[config.mk]
export PLATFORM = sky130hd
export DESIGN_NAME = ffba_cell
export DESIGN_NICKNAME = d
export VERILOG_FILES = /design/src/design/ffba_pkg.sv /design/src/design/ffba_cell.sv
export SDC_FILE = /design/constraint.sdc
export NUM_CORES = 1
export LEC_CHECK = 0
export ABC_AREA = 1
export BUFFER_PORTS_ARGS = -buffer_cell sky130_fd_sc_hd__buf_2
export CAP_MARGIN = 30
export CORE_MARGIN = 5
export CORE_UTILIZATION = 43
export DETAILED_ROUTE_END_ITERATION = 10
export PLACE_DENSITY = 0.82
export SETUP_SLACK_MARGIN = 0.15
export SYNTH_ARGS = -nofsm -noshare
export SYNTH_HDL_FRONTEND = slang
export SYNTH_SLANG_ARGS = --single-unit
[constraint.sdc]
create_clock -name clk -period 1.7 [get_ports clk]
set_clock_uncertainty 0.15 [all_clocks]
set_input_delay 0.17 -clock clk [delete_from_list [all_inputs] [get_ports clk]]
set_output_delay 0.17 -clock clk [all_outputs]
set_load 0.02 [all_outputs]
[src/design/ffba_pkg.sv]
// ----------------------------------------------------------------------------
// ffba_pkg
// Shared types and constants of the first-fit block allocator: table and
// store sizes, field widths, request and status codes, scan beat and cell
// command formats.
// ----------------------------------------------------------------------------
package ffba_pkg;

  // Table and store sizes
  localparam int MAX_BLOCKS = 64;
  localparam int MAX_WORDS  = 1024;

  localparam int BLK_IDX_W  = (MAX_BLOCKS > 1) ? $clog2(MAX_BLOCKS) : 1;
  localparam int BLK_CNT_W  = $clog2(MAX_BLOCKS + 1);
  localparam int WORD_IDX_W = $clog2(MAX_WORDS);
  localparam int WORD_CNT_W = $clog2(MAX_WORDS + 1);

  // Fixed field widths
  localparam int SIZE_W   = 11;
  localparam int INDEX_W  = 10;
  localparam int DATA_W   = 32;
  localparam int HANDLE_W = 6;

  typedef enum logic [1:0] {
    REQ_ALLOC = 2'd0,
    REQ_FREE  = 2'd1,
    REQ_WRITE = 2'd2,
    REQ_READ  = 2'd3
  } req_type_t;

  typedef enum logic [1:0] {
    STS_OK    = 2'd0,
    STS_RANGE = 2'd1,
    STS_SPACE = 2'd2
  } status_t;

  // Search beat handed from cell to cell
  typedef struct packed {
    logic                 active;
    logic                 found;
    logic [SIZE_W-1:0]    want;
    logic [BLK_IDX_W-1:0] handle;
  } ffba_tok_t;

  // Broadcast update of one table entry
  typedef struct packed {
    logic                 free_en;
    logic                 app_en;
    logic [BLK_IDX_W-1:0] idx;
    logic [SIZE_W-1:0]    want;
  } ffba_cmd_t;

endpackage

[src/design/ffba_cell.sv]
// ----------------------------------------------------------------------------
// ffba_cell
// One block table entry. Holds the entry's length, used and free flags, and
// passes the search beat on to the next cell every cycle, claiming the
// entry on the first fit.
// ----------------------------------------------------------------------------
module ffba_cell import ffba_pkg::*; (
  input  logic                 clk,
  input  logic                 rst,
  input  logic [BLK_IDX_W-1:0] cell_idx,
  input  ffba_cmd_t            cmd,
  input  ffba_tok_t            tok_in,
  output ffba_tok_t            tok_out
);

  logic              used;
  logic              free;
  logic [SIZE_W-1:0] length;
  logic              hit;
  logic              sel;
  ffba_tok_t         tok_next;

  // Match a pending search against this entry
  assign hit = tok_in.active && !tok_in.found && used && free &&
               (length >= tok_in.want);
  assign sel = (cmd.idx == cell_idx);

  // Mark the beat with this entry on the first fit
  always_comb begin
    tok_next = tok_in;
    if (hit) begin
      tok_next.found  = 1'b1;
      tok_next.handle = cell_idx;
    end
  end

  // Hold flags, advance the search beat
  always_ff @(posedge clk) begin
    if (rst) begin
      used    <= 1'b0;
      free    <= 1'b0;
      tok_out <= '0;
    end else begin
      tok_out <= tok_next;
      if (hit) begin
        free <= 1'b0;
      end else if (cmd.app_en && sel) begin
        used <= 1'b1;
        free <= 1'b0;
      end else if (cmd.free_en && sel) begin
        free <= 1'b1;
      end
    end
  end

  // Cut length to the request on claim or append
  always_ff @(posedge clk) begin
    if (hit) begin
      length <= tok_in.want;
    end else if (cmd.app_en && sel) begin
      length <= cmd.want;
    end
  end

endmodule

After elaboration in Yosys (flattened, before gate mapping)
Index checks and enable logic that the tools add are counted.

Input port bits: 46. Latch bits: 0. Memories kept: 0. Output and inout bits: 19. Word-level logic and storage cells: 24. Bits in registers: 32. Bits in read-only memories: 0. Memory bits (writable): 0.

$mul: 0. Multiplexer cells: 4. Eq/ne operators: 1. Shift-type cells: 0. $add $sub $neg: 0. $lt $le $gt $ge: 1. Reduce and logical (&&, ||, !) cells: 10. Bitwise operators: 1. Divide/modulo/power cells: 0.

Operator list (number): 11-bit 2-to-1 mux (2); 11-bit >= comparator (1); 6-bit equality test (1); 1-bit logical AND (6); 6-bit 2-to-1 mux (1); 3-bit OR reduction (1); 2-bit AND reduction (1); 2-bit nonzero test (1); 1-bit zero test (1); 1-bit 2-to-1 mux (1); 1-bit NOT (1).

Depth between registers and ports, before layout
Gate-level depths: netlist of run 1.

Word-level depth: 7. Depth in mapped cells: 12. Mapped depth without buffers: 12.

Least setup slack after synthesis of run 1
Ideal clock, no wire load.

Path type: flip-flop to flip-flop. Start point: register length[10]. End point: register length[0] (enable). Cell stages (with the launch flop): 10. Library setup time: 366 ps. Path slack: -161 ps. Path buffers: 0. Data required time: 1184 ps. Clock period less this slack: 1861 ps. Data arrival time: 1344 ps. Path through: edfxtp_1 -> ha_1 -> nand2_2 -> inv_2 -> nand2_1 -> nor2_1 -> nand2_1 -> nand2_2 -> o21bai_4 -> o21ai_2.

Word-level cells in the longest chain between the ends: 3.

Ends and longest elaborated chain: from (decl) (line ffba_cell.sv:18) `logic [SIZE_W-1:0] length;`; from (signal assigned) (line ffba_cell.sv:59) `length <= tok_in.want;`; from (signal assigned) (line ffba_cell.sv:61) `length <= cmd.want;`; 11-bit >= comparator (line ffba_cell.sv:25) `(length >= tok_in.want);`; 1-bit logical AND (line ffba_cell.sv:24) `assign hit = tok_in.active && !tok_in.found && used && free &&`; 2-bit nonzero test (no source line).

Every way passes these cells. A chain may end at the register's enable or synchronous reset.

Final worst setup path of run 1
Start point: register length[8]. End point: register tok_out[1] (netlist bit).

Word-level cells in the longest chain between the ends: 3.

Ends and longest elaborated chain: 11-bit >= comparator (line ffba_cell.sv:25); 1-bit logical AND (line ffba_cell.sv:24); 6-bit 2-to-1 mux (line ffba_cell.sv:31) `if (hit) begin`; to (signal assigned) (line ffba_cell.sv:44) `tok_out <= tok_next;`; to (decl) (line ffba_cell.sv:13) `output ffba_tok_t tok_out`.

Every way passes these cells.

==> metrics.yaml, run 1 <==
path_delay_family: "compound AO/OA/AOI/OAI gates"
drtIter0Drc: 61
rsz0062_at_grt: "yes"
vias: 1612
totalPowerFinal_mw: 1.781
grt_start_max_net_pins: 16
root_buffer: "clkbuf_8"
drc: 0
place_congestion: 0.7979
syn_area_sq_um: 1618
synth_seq_area_share_pct: 46.40
cts.sinks: 32
io_pins: 65
synth.area.top_cells: "dfxtp_1 26%, edfxtp_1 20%, nand2_1 11%"
synthDistinctLibCells: 21
synthArstFlopShare_pct: 0
endpoint_kind: "flip-flop"
fin_crit_sh_pct: 116.8
clk_latency_ps: 280
grt_first_pass_wirelength_mm: 6.658
seq_area_sq_um: 750.7
slew_headroom_pct: 74.97
p_per_area_nw_per_um2: 714.8
grt_pass1_vias: 1541
antenna_found_initial: 0
critPathMaxStageDelay_ps: 420
routed_wl_mm: 4.494
synth_ff_type: "dfxtp_1"
critPathLaunchType: "flip-flop"
p_int_mw: 1.332
place_inst: 330
clockPowerShare_pct: 35.9
vdd_ir_drop_max_uv: 497.3
numCtsBuffers: 5
floorplan.initialDensity_pct: 44.19
p_leak_nw: 1.311
yosysMostFrequentCell: "nand2_1"
grtUsageTotal_pct: 16.06
yosysWarnings: 0
cts_max_level: 2
ys_ff_latch: 32
cp_num_buf_inv: 2
clk_path_buf_depth: 2
row_count: 22
status: "complete, but fails checks"
yosysTopAreaCell: "dfxtp_1"
switching_share_pct: 25.20
comb_power_share_pct: 17.9
layoutNonFillerInstCount: 345
pre_cts_ws_ps: -290.0
fin_hold_ws_ps: -8.501
path_clk_slew_ps: 70
multi_input_area_sq_um: 895.9
r2r-start: "length[8]"
synth_nets: 260
antenna_cells: 0
crit_fanout: 7
area_growth_pct: 53.98
switchingPower_mw: 0.4487
synth_area_per_cell_sq_um: 7.969
die-area_sq_um: 5089
min_path_type: "in2reg"
netlist_instances: 203
hold_violations: 1
seq_power_share_pct: 46.2
cp_data_required_time_ps: 1720
worst_slew_pin_slew_ps: 375.3
worst_slack_ps: -285.8
coreArea_sq_um: 3661
wl_per_cell_um: 13.03
path_depth: 10
overflow: 0
ant_nets: 0
drv_slew: 0
synth-edff-count: 11
synth_top_area_share_pct: 25.99
violations: "negative hold slack, negative setup slack"
cpMostUsedCell: "nand2_2"
fp.dieW_um: 71.34
worstPathCellList: "ha_4, nand2_2, nand2_2, a21oi_4, nand2_2, o21bai_4, buf_8, inv_8, nor2_2, nor2_1"
dp_hpwl_mm: 3.073
fillers: 293
max_cap_viol_count: 0
first_pass_iters: 4
die_height_um: 71.34
max_freq_mhz: 503.6
cts_tree: "yes"
crit_start: "length[8]"
synth_common_cells: "47 x nand2_1, 37 x inv_1, 33 x nor2_1"
layout.nets: 353
viasPerCell: 4.672
drive_gt1_share_pct: 48.48
cp_slowest_cell: "edfxtp_1"
worstSetupPathType: "reg2reg"
setup_viol: 31
period_minus_slack_ps: 1986
final_core_util_pct: 68.05
holdPathStages: 3
cp.arrival_ps: 2010
port_buffers: 64
worstHoldStart: "tok_in[5]"
ff2ff_path_depth: 10
-- cell type report --
type                            count  area share [%]
Multi-Input combinational cell    130           35.96
Sequential cell                    32           30.14
Timing Repair Buffer               88           21.20
Inverter                           39           6.278
Clock buffer                        8           4.018
Tap cell                           48           2.411
-- logic make-up after synthesis --
group                      count (synthesis)  share of synthesized area [%]
DFF                                       32                          46.40
adders and majority gates                 11                          8.507
and+or+nand+nor                           97                          24.52
buffers and inverters                     42                          10.67
AOI/OAI and AO/OA                         21                          9.899
-- metrics by stage --
step / setup TNS (ps) / cell area [sq um]
6_report: -7389 / 2491
4_1_cts: -6930 / 2327
3_5_place_dp: -6925 / 2107
2_1_floorplan: -3503 / 1618
5_1_grt: -9465 / 2491
3_3_place_gp: -4907 / 2107
-- flip-flops by register name, indices dropped and copies added (netlist names) --
name	cells
free	1
used	1
length	11
tok_out	19
-- power by group through the flow --
stage	Clock, mW	Combinational (mW)	Sequential (mW)
global placement	0	0.254	0.839
global route	0.686	0.350	0.826
finish	0.640	0.318	0.823
floorplan	0	0.104	0.871
CTS	0.641	0.280	0.823
detailed placement	0	0.261	0.839
-- path summary, 6_finish.rpt --
kind | end | slack [ps]
max | tok_out[1] | -290
min | tok_out[5] | -9
max reg2reg | tok_out[1] | -290
min reg2reg | used | 310
-- worst reg2reg max path: stages (launching register included) --
cell	delay, ps
edfxtp_1	420
ha_4	250
nand2_2	60
nand2_2	70
a21oi_4	170
nand2_2	80
o21bai_4	270
buf_8	190
inv_8	60
nor2_2	90
nor2_1	60
-- cell usage in the layout, fill, tap and decap left out, types with 3 or more instances in the layout --
master	count
nor2_4	3
ha_4	7
nand2_2	15
dlygate4sd3_1	5
nand2_1	33
nor2_1	24
o21ai_2	11
clkbuf_8	7
nor2_2	6
nand3_1	8
edfxtp_1	11
a21oi_1	5
buf_4	16
buf_2	64
dfxtp_1	21
ha_1	4
inv_1	35
-- what timing repair did --
item / 4_1_cts / 5_1_grt
pin swaps: 2 / 8
resized for setup: 15 / 34
endpoints found under the setup margin: 31 / 31
gates cloned: 0 / 1
endpoints found under the hold margin: 5 / 0
hold buffers: 5 / 0
buffers inserted: 0 / 1
-- routing by layer --
metal	global-route usage [%]	wire length, um
met1	18.97	1826
met5	0	0
met3	4.348	241
met2	27.96	2323
met4	5.428	103
Note: power is estimated with default switching activity, not from simulation.
==> run 2, diff against run 1 <==
ABC_AREA = not set   (was 1)
CORE_UTILIZATION = 42   (was 43)
==> run 2 against run 1 <==
The run ends with negative setup slack left. Sequential share of layout area fell by 1.1 points. Sequential power is essentially flat. Non-clock buffer count grew 31. Area after synthesis down 7.5%. Critical endpoint is now length[7]. Highest routed layer unchanged.
==> metrics.yaml, run 2 <==
seq_power_share_pct: 52.8  # was 46.2%
fin_crit_sh_pct: 129.2  # was 116.8%
synth.area.top_cells: "dfxtp_1 28%, edfxtp_1 22%, ha_1 9.2%"  # was dfxtp_1 26%, edfxtp_1 20%, nand2_1 11%
drtIter0Drc: 66  # was 61
drv_slew: 0  # unchanged
vias: 1403  # was 1612
vdd_ir_drop_max_uv: 432.0  # was 497.3 uV
clk_latency_ps: 330  # was 280 ps
worst_slew_pin_slew_ps: 486.3  # was 375.3 ps
io_pins: 65  # unchanged
layoutNonFillerInstCount: 304  # was 345
path_clk_slew_ps: 100  # was 70 ps
mostFrequentLayoutCell: "buf_2"  # unchanged
area_growth_pct: 72.66  # was 53.98%
synth_seq_area_share_pct: 50.17  # was 46.40%
fillers: 211  # was 293
cts.sinks: 32  # unchanged
switching_share_pct: 25.48  # was 25.20%
synth_common_cells: "21 x dfxtp_1, 13 x inv_1, 13 x nand2b_1"  # was 47 x nand2_1, 37 x inv_1, 33 x nor2_1
status: "complete, but fails checks"  # unchanged
final_core_util_pct: 76.23  # was 68.05%
worstSetupPathType: "reg2reg"  # unchanged
grt_first_pass_wirelength_mm: 6.444  # was 6.658 mm
antenna_cells: 0  # unchanged
synthArstFlopShare_pct: 0  # unchanged
die_height_um: 69.69  # was 71.34 um
yosysTopAreaCell: "dfxtp_1"  # unchanged
numCtsBuffers: 5  # unchanged
grtUsageTotal_pct: 16.68  # was 16.06%
port_buffers: 64  # unchanged
floorplan.initialDensity_pct: 44.15  # was 44.19%
drc: 0  # unchanged
setup_viol: 30  # was 31
coreArea_sq_um: 3390  # was 3661 sq um
crit_fanout: 7  # unchanged
violations: "negative setup slack"  # was negative hold slack, negative setup slack
layout.nets: 314  # was 353
synth_top_area_share_pct: 28.09  # was 25.99%
regMostFlops: "tok_out"  # unchanged
cts_max_level: 2  # unchanged
max_freq_mhz: 455.3  # was 503.6 MHz
slew_headroom_pct: 67.58  # was 74.97%
place_area_sq_um: 1997  # was 2107 sq um
drive_gt1_share_pct: 47.67  # was 48.48%
first_pass_iters: 4  # unchanged
synth_area_per_cell_sq_um: 11.00  # was 7.969 sq um
overflow: 0  # unchanged
switchingPower_mw: 0.3970  # was 0.4487 mW
netlist_instances: 136  # was 203
max_cap_viol_count: 0  # unchanged
final_cell_mix: "64 x buf_2, 31 x dlygate4sd3_1, 21 x dfxtp_1"  # was 64 x buf_2, 35 x inv_1, 33 x nand2_1
comb_power_share_pct: 21.3  # was 17.9%
row_count: 21  # was 22
synth_ff_type: "dfxtp_1"  # unchanged
root_buffer: "clkbuf_4"  # was clkbuf_8
hold_violations: 0  # was 1
clk_path_buf_depth: 2  # unchanged
rsz0062_at_grt: "yes"  # unchanged
grt_start_max_net_pins: 28  # was 16
stdcell_area_sq_um: 2584  # was 2491 sq um
pre_cts_ws_ps: -440.5  # was -290.0 ps
p_int_mw: 1.161  # was 1.332 mW
viasPerCell: 4.615  # was 4.672
antenna_found_initial: 0  # unchanged
reg_top3: "tok_out (19), length (11)"  # unchanged
clockPowerShare_pct: 25.9  # was 35.9%
routed_wl_mm: 4.229  # was 4.494 mm
syn_area_sq_um: 1496  # was 1618 sq um
die-area_sq_um: 4857  # was 5089 sq um
fp.dieW_um: 69.69  # was 71.34 um
worst_slack_ps: -496.5  # was -285.8 ps
synth-edff-count: 11  # unchanged
synthDistinctLibCells: 24  # was 21
cp_data_required_time_ps: 1640  # was 1720 ps
ys_ff_latch: 32  # unchanged
fin_hold_ws_ps: 10.03  # was -8.501 ps
grt_pass1_vias: 1460  # was 1541
wl_per_cell_um: 13.91  # was 13.03 um
p_leak_nw: 1.266  # was 1.311 nW
p_per_area_nw_per_um2: 603.1  # was 714.8 nW/um^2
cp.arrival_ps: 2130  # was 2010 ps
yosysWarnings: 0  # unchanged
ant_nets: 0  # unchanged
synth_nets: 193  # was 260
endpoint_kind: "flip-flop"  # unchanged
largest_reg_flops: 19  # unchanged
critPathLaunchType: "flip-flop"  # unchanged
min_path_type: "in2reg"  # unchanged
dp_hpwl_mm: 2.548  # was 3.073 mm
place_congestion: 0.8148  # was 0.7979
cts_tree: "yes"  # unchanged
period_minus_slack_ps: 2196  # was 1986 ps
place_inst: 261  # was 330
yosysMostFrequentCell: "dfxtp_1"  # was nand2_1
-- run 2: kinds of logic (layout without fill, tap and decap cells) --
| kind of cell | count (synthesis) | in the layout | share of synthesized area (%) |
|---|---|---|---|
| simple gates | 38 | 38 | 13.13 |
| compound gates | 14 | 14 | 5.100 |
| flops | 32 | 32 | 50.17 |
| mux | 17 | 17 | 12.79 |
| buf+inv | 18 | 140 | 6.104 |
| fa+ha+maj | 11 | 11 | 9.197 |
| xor+xnor | 6 | 6 | 3.512 |
-- run 2: worst max-delay path, cell delays in order (launching register included) --
cell and delay, ps:
edfxtp_1 440, ha_4 300, nand2_1 80, nor2_1 160
a21oi_2 90, o31a_1 280, buf_6 160, mux2_4 300
-- run 2: repair_timing --
item                       in CTS  in global routing
hold buffers                   31                  2
setup buffers                   2                  2
setup endpoints to repair      30                 30
gates resized for setup        19                 21
pin swaps                       3                 10
hold endpoints to repair       22                  2
-- run 2: final cells by class --
cell class / instances / area, sq um / share of cell area [%]
multi-input combinational: 86 / 820.8 / 31.77
clock inverter: 1 / 3.754 / 0.1453
sequential: 32 / 750.7 / 29.06
inverter: 13 / 48.80 / 1.889
tap: 46 / 57.56 / 2.228
timing repair buffer: 119 / 857.1 / 33.17
clock buffer: 7 / 45.04 / 1.743
-- run 2: path summary, 6_finish.rpt --
| check | slack (ps) | endpoint | startpoint | depth (start not counted) |
|---|---|---|---|---|
| hold reg to reg | 310 | used | used | 2 |
| hold / removal | 10 | length[9] | tok_in[15] | 2 |
| setup reg to reg | -500 | length[7] | length[6] | 7 |
| setup / recovery | -500 | length[7] | length[6] | 7 |
-- run 2: through the flow --
step                      power [mW]  setup TNS [ps]
final                          1.558          -12610
after global routing           1.639          -14300
after global placement         1.069           -8723
after detailed placement       1.075           -9836
after CTS                      1.548          -11120
after floorplan               0.9543           -7342
-- run 2: per-layer routing --
layer / global-route usage (%) / vias to the layer above / wire (um) / share of wire (%)
met5: 0 / - / 0 / 0
met4: 7.021 / 0 / 34 / 0.80
met3: 7.246 / 4 / 428 / 10
met2: 27.86 / 56 / 2055 / 49
met1: 18.45 / 642 / 1711 / 40
li1: - / 701 / - / -
-- run 2: power groups by stage --
stage	combinational (mW)	clock, mW	sequential, mW
floorplan	0.0830	0	0.871
global placement	0.230	0	0.839
CTS	0.302	0.424	0.822
finish	0.333	0.404	0.822
detailed placement	0.236	0	0.839
global route	0.360	0.454	0.825
